--- src/rtl/core/tpci_pkg.sv ---
// Package for the text pin command interpreter: session phases, reply and
// action codes, character constants, token type and the number field parser.
// No dependencies.
package tpci_pkg;

    typedef enum logic [1:0] {
        PH_CLOSED = 2'd0,
        PH_LOGIN  = 2'd1,
        PH_CMD    = 2'd2
    } t_phase;

    typedef enum logic [1:0] {
        NS_LEAD   = 2'd0,
        NS_DIGITS = 2'd1,
        NS_DONE   = 2'd2
    } t_num_st;

    localparam logic [2:0] ACT_NONE   = 3'd0;
    localparam logic [2:0] ACT_OUTPUT = 3'd1;
    localparam logic [2:0] ACT_INPUT  = 3'd2;
    localparam logic [2:0] ACT_DWRITE = 3'd3;
    localparam logic [2:0] ACT_AWRITE = 3'd4;

    localparam logic [1:0] RPL_NONE   = 2'd0;
    localparam logic [1:0] RPL_OK     = 2'd1;
    localparam logic [1:0] RPL_FAIL   = 2'd2;
    localparam logic [1:0] RPL_DENIED = 2'd3;

    localparam logic [2:0] PREFIX_MISS = 3'd7;
    localparam logic [2:0] LOGIN_DONE  = 3'd3;
    localparam logic [2:0] EXIT_DONE   = 3'd4;

    localparam int unsigned TOKEN_KEEP = 7;
    localparam logic [4:0]  TOKEN_CAP  = 5'd31;

    localparam logic [2:0] PIN_FIRST = 3'd3;
    localparam logic [2:0] PIN_LAST  = 3'd7;

    localparam logic [7:0] CH_LF   = 8'h0A;
    localparam logic [7:0] CH_NUL  = 8'h00;
    localparam logic [7:0] CH_BAR  = "|";

    localparam logic [2:0][7:0] LOGIN_KEY = {"3", "2", "1"};
    localparam logic [3:0][7:0] EXIT_WORD = {"t", "i", "x", "e"};

    typedef logic [TOKEN_KEEP-1:0][7:0] t_token;

    typedef struct packed {
        logic [2:0]        action;
        logic signed [7:0] pin;
        logic signed [10:0] value;
        logic [1:0]        reply;
    } t_result;

    function automatic logic is_blank(logic [7:0] c);
        return (c == " ") || (c >= 8'd9 && c <= 8'd13);
    endfunction

    // Decimal field of up to three characters: blanks, one sign, digits.
    function automatic logic signed [10:0] read_number(t_token tk, int unsigned start,
                                                       int unsigned n);
        logic [9:0] v;
        logic       neg;
        t_num_st    st;
        logic [7:0] c;
        v   = '0;
        neg = 1'b0;
        st  = NS_LEAD;
        c   = '0;
        for (int unsigned i = 0; i < 3; i++) begin
            if (i < n) begin
                c = tk[3'(start + i)];
                if (st == NS_LEAD && is_blank(c)) begin
                    st = NS_LEAD;
                end else if (st == NS_LEAD && (c == "+" || c == "-")) begin
                    neg = (c == "-");
                    st  = NS_DIGITS;
                end else if (st != NS_DONE && c >= "0" && c <= "9") begin
                    v  = 10'((v * 10) + 10'(c - "0"));
                    st = NS_DIGITS;
                end else begin
                    st = NS_DONE;
                end
            end
        end
        return neg ? -$signed({1'b0, v}) : $signed({1'b0, v});
    endfunction

endpackage

--- src/rtl/core/tpci_decode.sv ---
// Token decoder: turns one finished command token into a pin action result.
// Depends on tpci_pkg.
module tpci_decode (
    input  tpci_pkg::t_token  i_token,
    output tpci_pkg::t_result o_res
);

    logic [7:0]         c0, c1, c2, c3;
    logic signed [10:0] pin4;
    logic signed [10:0] pin5;
    logic signed [10:0] duty;

    assign c0   = i_token[0];
    assign c1   = i_token[1];
    assign c2   = i_token[2];
    assign c3   = i_token[3];
    assign pin4 = tpci_pkg::read_number(i_token, 4, 2);
    assign pin5 = tpci_pkg::read_number(i_token, 5, 2);
    assign duty = tpci_pkg::read_number(i_token, 2, 3);

    always_comb begin
        o_res.action = tpci_pkg::ACT_NONE;
        o_res.pin    = '0;
        o_res.value  = '0;
        o_res.reply  = tpci_pkg::RPL_FAIL;
        priority if (c0 == "P" && c1 == "M") begin
            if (c2 == "O" && c3 == "U") begin
                o_res.action = tpci_pkg::ACT_OUTPUT;
                o_res.pin    = pin4[7:0];
                o_res.reply  = tpci_pkg::RPL_OK;
            end else if (c2 == "I" && c3 == "N") begin
                o_res.action = tpci_pkg::ACT_INPUT;
                o_res.pin    = pin4[7:0];
                o_res.reply  = tpci_pkg::RPL_OK;
            end
        end else if (c0 == "D" && c1 == "W") begin
            if (c2 == "H" && c3 == "I") begin
                o_res.action = tpci_pkg::ACT_DWRITE;
                o_res.pin    = pin4[7:0];
                o_res.value  = 11'sd1;
                o_res.reply  = tpci_pkg::RPL_OK;
            end else if (c2 == "L" && c3 == "O") begin
                o_res.action = tpci_pkg::ACT_DWRITE;
                o_res.pin    = pin4[7:0];
                o_res.reply  = tpci_pkg::RPL_OK;
            end
        end else if (c0 == "A" && c1 == "W") begin
            o_res.action = tpci_pkg::ACT_AWRITE;
            o_res.pin    = pin5[7:0];
            o_res.value  = duty;
            o_res.reply  = tpci_pkg::RPL_OK;
        end else begin
            o_res.reply  = tpci_pkg::RPL_FAIL;
        end
    end

endmodule

--- src/rtl/core/text_pin_command_interpreter_unit.sv ---
// Top level of the text pin command interpreter: line/token state, session
// control and the output word register. Depends on tpci_pkg, tpci_decode.
//
// Takes one word per clock, a connect event or a received byte, while the
// output register is free and no closing run is draining. Each word is
// handled in the cycle it is accepted and its first result lands in the
// output register the next cycle; the input is accepted again while that
// result is being taken. A closing run (access denied or exit) gives six
// result words; the input holds off while the five pin writes drain from the
// output register.
module text_pin_command_interpreter_unit #(
    parameter int LINE_BUFFER_BYTES = 32
) (
    input  logic        i_clk,
    input  logic        i_rst_n,
    input  logic        i_s_tvalid,
    output logic        o_s_tready,
    input  logic [7:0]  i_s_tdata,  // [7:0] data_byte
    input  logic        i_s_tuser,  // [0] mode
    output logic        o_m_tvalid,
    input  logic        i_m_tready,
    output logic [23:0] o_m_tdata,  // [2:0] action, [10:3] pin_number,
                                    // [21:11] drive_value, [23:22] reply
    output logic        o_m_tuser,  // [0] session_closed
    output logic        o_m_tlast
);

    localparam int POS_W = $clog2(LINE_BUFFER_BYTES);

    tpci_pkg::t_phase  r_phase, n_phase;
    logic [POS_W-1:0]  r_pos, n_pos;
    logic [2:0]        r_prog, n_prog;
    logic              r_ign, n_ign;
    tpci_pkg::t_token  r_chars, n_chars;
    logic [4:0]        r_len, n_len;

    tpci_pkg::t_result r_res;
    logic              r_valid, r_closed, r_last;
    logic              r_run;
    logic [2:0]        r_run_pin;

    tpci_pkg::t_token  dec_chars;
    tpci_pkg::t_result dec_res;
    tpci_pkg::t_result n_res;
    logic              n_has, n_dec, n_close;
    logic              out_free, accept;
    logic [POS_W:0]    pos_nx;
    logic              line_end;
    logic [7:0]        b;

    tpci_decode u_decode (
        .i_token (dec_chars),
        .o_res   (dec_res)
    );

    assign out_free   = !r_valid || i_m_tready;
    assign o_s_tready = !r_run && out_free;
    assign accept     = i_s_tvalid && o_s_tready;
    assign b          = i_s_tdata;
    assign pos_nx     = {1'b0, r_pos} + (POS_W+1)'(1);
    assign line_end   = (b == tpci_pkg::CH_LF) || (pos_nx >= (POS_W+1)'(LINE_BUFFER_BYTES));

    // token as seen by the decoder, with this byte stored when it is a character
    always_comb begin
        dec_chars = r_chars;
        if (b != tpci_pkg::CH_NUL && b != tpci_pkg::CH_BAR
                && r_len < 5'(tpci_pkg::TOKEN_KEEP)) begin
            dec_chars[r_len[2:0]] = b;
        end
    end

    // next state
    always_comb begin
        n_phase   = r_phase;
        n_pos     = r_pos;
        n_prog    = r_prog;
        n_ign     = r_ign;
        n_chars   = r_chars;
        n_len     = r_len;
        n_has     = 1'b0;
        n_dec     = 1'b0;
        n_close   = 1'b0;
        n_res     = '0;
        if (!i_s_tuser) begin
            n_phase   = tpci_pkg::PH_LOGIN;
            n_pos     = '0;
            n_prog    = '0;
            n_ign     = 1'b0;
            n_chars   = '0;
            n_len     = '0;
            n_has     = 1'b1;
            n_res.reply = tpci_pkg::RPL_OK;
        end else begin
            unique case (r_phase)
                tpci_pkg::PH_LOGIN: begin
                    n_pos = pos_nx[POS_W-1:0];
                    if (r_prog != tpci_pkg::PREFIX_MISS && r_pos < POS_W'(3)) begin
                        n_prog = (b == tpci_pkg::LOGIN_KEY[r_pos[1:0]]) ?
                                 r_prog + 3'd1 : tpci_pkg::PREFIX_MISS;
                    end
                    if (line_end) begin
                        n_has = 1'b1;
                        if (n_prog == tpci_pkg::LOGIN_DONE) begin
                            n_phase     = tpci_pkg::PH_CMD;
                            n_res.reply = tpci_pkg::RPL_OK;
                        end else begin
                            n_close     = 1'b1;
                            n_res.reply = tpci_pkg::RPL_DENIED;
                        end
                    end
                end
                tpci_pkg::PH_CMD: begin
                    n_pos = pos_nx[POS_W-1:0];
                    if (r_prog != tpci_pkg::PREFIX_MISS && r_pos < POS_W'(4)) begin
                        if (b == tpci_pkg::EXIT_WORD[r_pos[1:0]]) begin
                            n_prog = r_prog + 3'd1;
                            if (n_prog == tpci_pkg::EXIT_DONE) begin
                                n_ign = 1'b1;
                            end
                        end else begin
                            n_prog = tpci_pkg::PREFIX_MISS;
                        end
                    end
                    if (!n_ign) begin
                        if (b == tpci_pkg::CH_NUL || b == tpci_pkg::CH_BAR) begin
                            if (b == tpci_pkg::CH_NUL) begin
                                n_ign = 1'b1;
                            end
                            if (r_len != '0) begin
                                n_dec = 1'b1;
                            end
                            n_chars = '0;
                            n_len   = '0;
                        end else begin
                            if (r_len < 5'(tpci_pkg::TOKEN_KEEP)) begin
                                n_chars[r_len[2:0]] = b;
                            end
                            if (r_len < tpci_pkg::TOKEN_CAP) begin
                                n_len = r_len + 5'd1;
                            end
                        end
                    end
                    if (line_end) begin
                        if (n_prog == tpci_pkg::EXIT_DONE) begin
                            n_close     = 1'b1;
                            n_has       = 1'b1;
                            n_res.reply = tpci_pkg::RPL_OK;
                        end else if (!n_ign && n_len != '0) begin
                            n_dec = 1'b1;
                        end
                    end
                    if (n_dec && !n_close) begin
                        n_has = 1'b1;
                        n_res = dec_res;
                    end
                end
                default: begin
                end
            endcase
            if (n_has || line_end) begin
                if (n_close || line_end || (n_phase != r_phase)) begin
                    if (line_end) begin
                        n_pos   = '0;
                        n_prog  = '0;
                        n_ign   = 1'b0;
                        n_chars = '0;
                        n_len   = '0;
                    end
                end
            end
            if (r_phase == tpci_pkg::PH_CLOSED) begin
                n_pos   = r_pos;
            end
            if (n_close) begin
                n_phase = tpci_pkg::PH_CLOSED;
            end
        end
    end

    always_ff @(posedge i_clk) begin
        if (!i_rst_n) begin
            r_phase <= tpci_pkg::PH_CLOSED;
            r_pos   <= '0;
            r_prog  <= '0;
            r_ign   <= 1'b0;
            r_chars <= '0;
            r_len   <= '0;
        end else if (accept) begin
            r_phase <= n_phase;
            r_pos   <= n_pos;
            r_prog  <= n_prog;
            r_ign   <= n_ign;
            r_chars <= n_chars;
            r_len   <= n_len;
        end
    end

    // output word register and closing run
    always_ff @(posedge i_clk) begin
        if (!i_rst_n) begin
            r_valid   <= 1'b0;
            r_run     <= 1'b0;
            r_run_pin <= tpci_pkg::PIN_FIRST;
        end else if (accept) begin
            r_valid   <= n_has;
            r_run     <= n_close;
            r_run_pin <= tpci_pkg::PIN_FIRST;
        end else if (r_run && out_free) begin
            r_valid   <= 1'b1;
            r_run     <= (r_run_pin != tpci_pkg::PIN_LAST);
            r_run_pin <= r_run_pin + 3'd1;
        end else if (i_m_tready) begin
            r_valid   <= 1'b0;
        end
    end

    always_ff @(posedge i_clk) begin
        if (accept) begin
            r_res    <= n_res;
            r_closed <= 1'b0;
            r_last   <= !n_close;
        end else if (r_run && out_free) begin
            r_res.action <= tpci_pkg::ACT_DWRITE;
            r_res.pin    <= 8'(r_run_pin);
            r_res.value  <= '0;
            r_res.reply  <= tpci_pkg::RPL_NONE;
            r_closed     <= (r_run_pin == tpci_pkg::PIN_LAST);
            r_last       <= (r_run_pin == tpci_pkg::PIN_LAST);
        end
    end

    assign o_m_tvalid = r_valid;
    assign o_m_tdata  = {r_res.reply, r_res.value, r_res.pin, r_res.action};
    assign o_m_tuser  = r_closed;
    assign o_m_tlast  = r_last;

endmodule

--- config.mk ---
export PLATFORM = sky130hd
export DESIGN_NAME = text_pin_command_interpreter_unit
export DESIGN_NICKNAME = d
export VERILOG_FILES = /design/src/rtl/core/tpci_pkg.sv /design/src/rtl/core/tpci_decode.sv /design/src/rtl/core/text_pin_command_interpreter_unit.sv
export SDC_FILE = /design/constraint.sdc
export NUM_CORES = 1
export LEC_CHECK = 0
export BUFFER_PORTS_ARGS = -buffer_cell sky130_fd_sc_hd__buf_2
export CORE_MARGIN = 3
export CORE_UTILIZATION = 40
export CTS_BUF_LIST = sky130_fd_sc_hd__clkbuf_4 sky130_fd_sc_hd__clkbuf_8
export DETAILED_ROUTE_END_ITERATION = 10
export PLACE_DENSITY = 0.62
export SETUP_SLACK_MARGIN = 0.5
export SYNTH_ARGS = -nofsm -noshare
export SYNTH_HDL_FRONTEND = slang
export SYNTH_SLANG_ARGS = --single-unit
--- constraint.sdc ---
create_clock -name i_clk -period 9.7 [get_ports i_clk]
set_input_delay 0.485 -clock i_clk [delete_from_list [all_inputs] [get_ports i_clk]]
set_output_delay 0.485 -clock i_clk [all_outputs]
set_load 0.02 [all_outputs]
# Yosys cells after proc, flatten, opt, wreduce, memory -nomap -nowiden
# Cells that the tools add are included.
# word_totals
out_inout_bits,28
inputBits,13
reg_bits,103
# classes
magnitude_cmp,28
n_mux,171
eq_ne,47
n_reduce_logical,76
multipliers,4
n_addsub,16
bitwise_logic,1
# ops
operator,n
$mux W56,9
$mux W10,17
$eq A8 B6 Y1 const B,15
$eq A8 B7 Y1 const B,14
$mux W24,4
$mux W8,11
$mux W5,16
$mux W22,3
$mux W1,59
$bwmux W56,1
$mux W11,5
$mux W2,27
$logic_and A1 B1 Y1,41
$ge A8 B4 Y1 const B,5
$ge A8 B6 Y1 const B,5
$le A8 B4 Y1 const B,5
$le A8 B6 Y1 const B,5
$mux W3,12
$sub A8 B6 Y9 const B,4
$bmux W8 S2,2
$demux W8 S3,1
$add A10 B10 Y10,2
$mul A10 B3 Y7 const B,2
$mul A10 B3 Y9 const B,2
38 further kinds,76

# Logic depth before layout (Yosys ltp)
# logic_depth
word_depth,32
depth_mapped,39
depth_no_buf,36

# By module
# Synthesis repeated with hierarchy kept, for this count alone.
# unflattened
cells_unflattened,1283
hier_area_um2,10430.0
# by_module_without_submodules
mod,instances,cells_per_inst,area_per_inst_um2
text_pin_command_interpreter_unit,1,611,5520.3
tpci_decode,1,672,4909.7

# Worst setup path before layout
# Ideal clock, no wire load.
# synth_timing
path_type,register -> register
start,register r_len[1]
end,"register r_res, in the netlist o_m_tdata[20] (data pin)"
required_ns,9.434
stages_incl_launch_ff,34
setup_ns,0.266
slack_ns,1.825
period_less_slack_ns,7.875
arrival_ns,7.609
cell_sequence,dfxtp_1 > buf_4 > or3b_1 > or3_1 > buf_6 > nor3_2 > mux2i_1 > inv_1 > ha_1 > nor4b_1 > o2111ai_1 > a21oi_1 > a22oi_1 > nand2b_1 > nor2_1 > ha_1 > inv_1 > fa_1 > xnor2_1 > ha_1 > nor2b_1 > o211ai_1 > a21o_1 > a31oi_1 > ha_1 > ha_1 > xnor2_1 > ha_1 > or3_1 > nand3_1 > o21ai_0 > o41ai_2 > xnor2_1 > nor2_1
# synth_between
elab_chain_len,32
word_cells_on_any_way,116
# synth_lines
item,line_no,rtl
start: declaration,text_pin_command_interpreter_unit.sv:35,"logic [4:0] r_len, n_len;"
start signal: assignment,text_pin_command_interpreter_unit.sv:194,r_len <= n_len;
branches (longest 28 deep; another with $mul A10 B3 Y9),-,
$mux W24 (*),text_pin_command_interpreter_unit.sv:152,if (n_dec && !n_close) begin
$mux W22 (*),text_pin_command_interpreter_unit.sv:94,unique case (r_phase)
$mux W22 (*),text_pin_command_interpreter_unit.sv:84,if (!i_s_tuser) begin
$mux W24 (*),text_pin_command_interpreter_unit.sv:218,if (accept) begin
end signal: assignment,text_pin_command_interpreter_unit.sv:219,r_res <= n_res;
end: declaration,text_pin_command_interpreter_unit.sv:37,tpci_pkg::t_result r_res;
# Every way passes the cells marked *. The select of a mux whose other input is x is not followed.
# A chain may end at the register's enable or synchronous reset.

# Final worst setup path
# layout_timing
start,register r_len[0]
end,"register r_res, in the netlist o_m_tdata[20] (data pin)"
# The elaborated chain is that of the path after synthesis.

==> impl_results.md <==
- Outcome: completed
- Setup TNS Final: 0 ns
- Synthesis-stage register bit count: 103
- Final hold violations: 0
- Clock root cell: clkbuf_8
- Crit share post-route: 0.885
- I/O Pins: 41
- Cell count after synthesis: 1379
- Starting DRT DRC Count: 1137
- Tmin final: 8.58 ns
- CTS Buf Count: 9
- Later-pin clock latency in the skew report: 0.41 ns
- Max-cap violations: 0
- Vias per cell: 6.19
- Drt first pass iters: 5
- Compound-Gate Fraction of Synth Area: 0.265
- Leakage power: 4.80 nW
- Rows: 59
- Syn. warnings: 0
- Most frequent cell on the critical path: ha_1
- Post-CTS setup buffer count: 0
- Initial antenna violation count: 0
- Crit-path max cell delay: 0.70 ns
- DR vias: 10600
- CTS sink cnt: 103
- Simple-Gate Fraction of Synth Area: 0.220
- Total track usage: 0.228
- Pin count of the biggest net entering global routing: 30
- Drt drc: 0
- Synth-to-Final Area Change: 5.98%
- CTS tree: yes
- Syn Nets: 1502
- Net count of the finished layout: 1495
- Routed WL: 33.5 mm
- Worst min-delay path category: input port to register
- Pwr dens: 77.1 mW/mm2
- Routability cong.: 1.03
- Register area share after synthesis: 0.213
- Post-synth ARST share: 0
- Mapped Avg Cell Area: 7.86 um2
- CP bufs+invs: 1
- Vias in the first global route: 9842
- Worst vdd ir: 0.0000526 V
- Grt total ovfl: 0
- Worst EP required: 9.85 ns
- Final HPWL DP: 25.7 mm
- H-tree depth: 3
- Crit path DAT: 8.73 ns
- EDFF count, synth: 25
- Final setup fails: 0
- F_max: 0.117 GHz
- Worst-Margin Slew: 0.915 ns
- Crit-path leading delay family: simple AND/OR/NAND/NOR gates
- Die H: 171 um
- Clock transition at the registers of the reported paths: 0.12 ns
- CP max stage cell: a2111oi_1
- Adder-cell share of the synthesized area: 0.132
- WL/cell: 19.6 um
- IO buf count: 40
- Mux contribution to synthesized area: 0.0541
- Main combinational cell family by area after synthesis: compound AO/OA/AOI/OAI gates
- Layout Skew: 0.0173 ns
- Fraction of layout instances using a drive strength above 1: 0.0879
- Count of different cell masters after synthesis: 97
- CP endpoint kind: register
- CP Launch Type: register
- Synth Flop Type: dfxtp_1
- Ant diodes: 0
- Crit Path Category: register to register
- RSZ-0062 raised after global routing: no
- Post-Syn Area: 0.0108 mm2
- Post-route ant nets: 0
- Xor-xnor portion of the synthesized cell area: 0.0582
- Core Region: 0.0264 mm2
- Minimum hold slack: 0.362 ns
- First-pass GRT wire length: 53.7 mm
- Die ar.: 0.0291 mm2
- Highest-count cells in the layout ignoring fill and taps: nor2_1 (124), nand2_1 (120), ha_1 (103)
- Fin. max-slew vios: 0
- Crit-path max FO: 16
- Die width: 171 um
- Bufs on Longest Clock Path: 2
- Commonest non-fill, non-tap cell in the layout: nor2_1
- Initial Utilization: 0.411
- Max transition margin: 0.390
==> layer usage <==
metal | up-vias | wire [um] | GRT usage
met4 | 0 | 946 | 0.0674
met2 | 379 | 14900 | 0.365
met1 | 5096 | 15600 | 0.325
li1 | 5066 | - | -
met3 | 61 | 2030 | 0.0252
met5 | - | 0 | 0
==> final timing paths <==
check                           start                          end  slack [ns]  depth (start not counted)
max             r_len[0]$_SDFFE_PN0P_  o_m_tdata[20]$_SDFFCE_PP0P_        1.12                         30
min                           i_rst_n           r_run$_SDFFE_PN0P_        0.36                          3
max reg2reg     r_len[0]$_SDFFE_PN0P_  o_m_tdata[20]$_SDFFCE_PP0P_        1.12                         30
min reg2reg  r_chars[52]$_SDFFE_PN0P_     r_chars[52]$_SDFFE_PN0P_        0.48                          1
==> cell type report <==
cell class / count / area (um2)
sequential: 103 / 2310
multi-input combinational: 1122 / 7910
inverter: 79 / 297
fill: 2669 / 14900
tap: 335 / 419
timing repair buffer: 57 / 328
clock inverter: 6 / 88.8
clock buffer: 10 / 131
==> cell usage after synthesis (all sizes together), types with 13 or more instances <==
| cell type | instances | area [um2] |
|---|---|---|
| a21o | 22 | 165 |
| a21oi | 82 | 418 |
| a22o | 51 | 447 |
| a31oi | 15 | 93.8 |
| and2 | 22 | 138 |
| and3 | 24 | 150 |
| buf | 19 | 119 |
| clkbuf | 56 | 210 |
| dfxtp | 78 | 1560 |
| edfxtp | 25 | 751 |
| ha | 103 | 1290 |
| inv | 79 | 297 |
| mux2 | 16 | 184 |
| mux2i | 39 | 403 |
| nand2 | 120 | 450 |
| nand2b | 14 | 87.6 |
| nand3 | 37 | 190 |
| nand4 | 15 | 93.8 |
| nor2 | 125 | 472 |
| nor2b | 23 | 144 |
| nor3 | 34 | 190 |
| nor4 | 17 | 113 |
| o21ai | 89 | 449 |
| o31ai | 13 | 97.6 |
| xnor2 | 41 | 359 |
| xor2 | 31 | 272 |
==> worst min-delay path: cells and delay by family <==
kind | cells | cell delay [ns]
and+or+nand+nor | 1 | 0.07
AOI/OAI and AO/OA | 1 | 0.03
buffers and inverters | 1 | 0.16
==> registers in the layout, indices dropped and copies added, names as in the netlist <==
signal and count:
r_len 5, r_prog 3, r_pos 5, r_phase 2
o_m_tdata 24, r_chars 56, r_ign 1, o_m_tuser 1
o_m_tvalid 1, o_m_tlast 1, r_run_pin 3, r_run 1
==> metrics by stage <==
step           instances  instance area (um2)  total power (W)   util  setup WS (ns)
2_1_floorplan       1379                10800         0.000528      -           1.83
3_3_place_gp        1696                11300         0.000566  0.427           1.28
3_5_place_dp        1696                11300         0.000566  0.427           1.05
4_1_cts             1712                11500         0.000888  0.436           1.10
5_1_grt             1712                11500         0.000913  0.436          0.450
6_report            1712                11500         0.000886  0.436           1.12
==> power breakdown <==
group | total (W) | switching (W) | internal [W] | leakage, nW
sequential | 0.000457 | 0.00000496 | 0.000452 | 0.885
clock | 0.000328 | 0.000178 | 0.000150 | 0.115
combinational | 0.000101 | 0.0000757 | 0.0000253 | 3.80
total | 0.000886 | 0.000259 | 0.000628 | 4.80
==> cell families after synthesis <==
| group | after synthesis |
|---|---|
| AO/OA/AOI/OAI | 408 |
| XOR/XNOR | 72 |
| adder cells (fa/ha/maj) | 110 |
| buffers and inverters | 154 |
| flip-flops | 103 |
| multiplexers | 55 |
| AND/OR/NAND/NOR | 477 |
==> timing repair <==
item	in CTS	in global routing
hold buffers	0	0
endpoints found under the setup margin	0	3
resized for setup	0	3
Note: power is estimated with default switching activity, not from simulation.
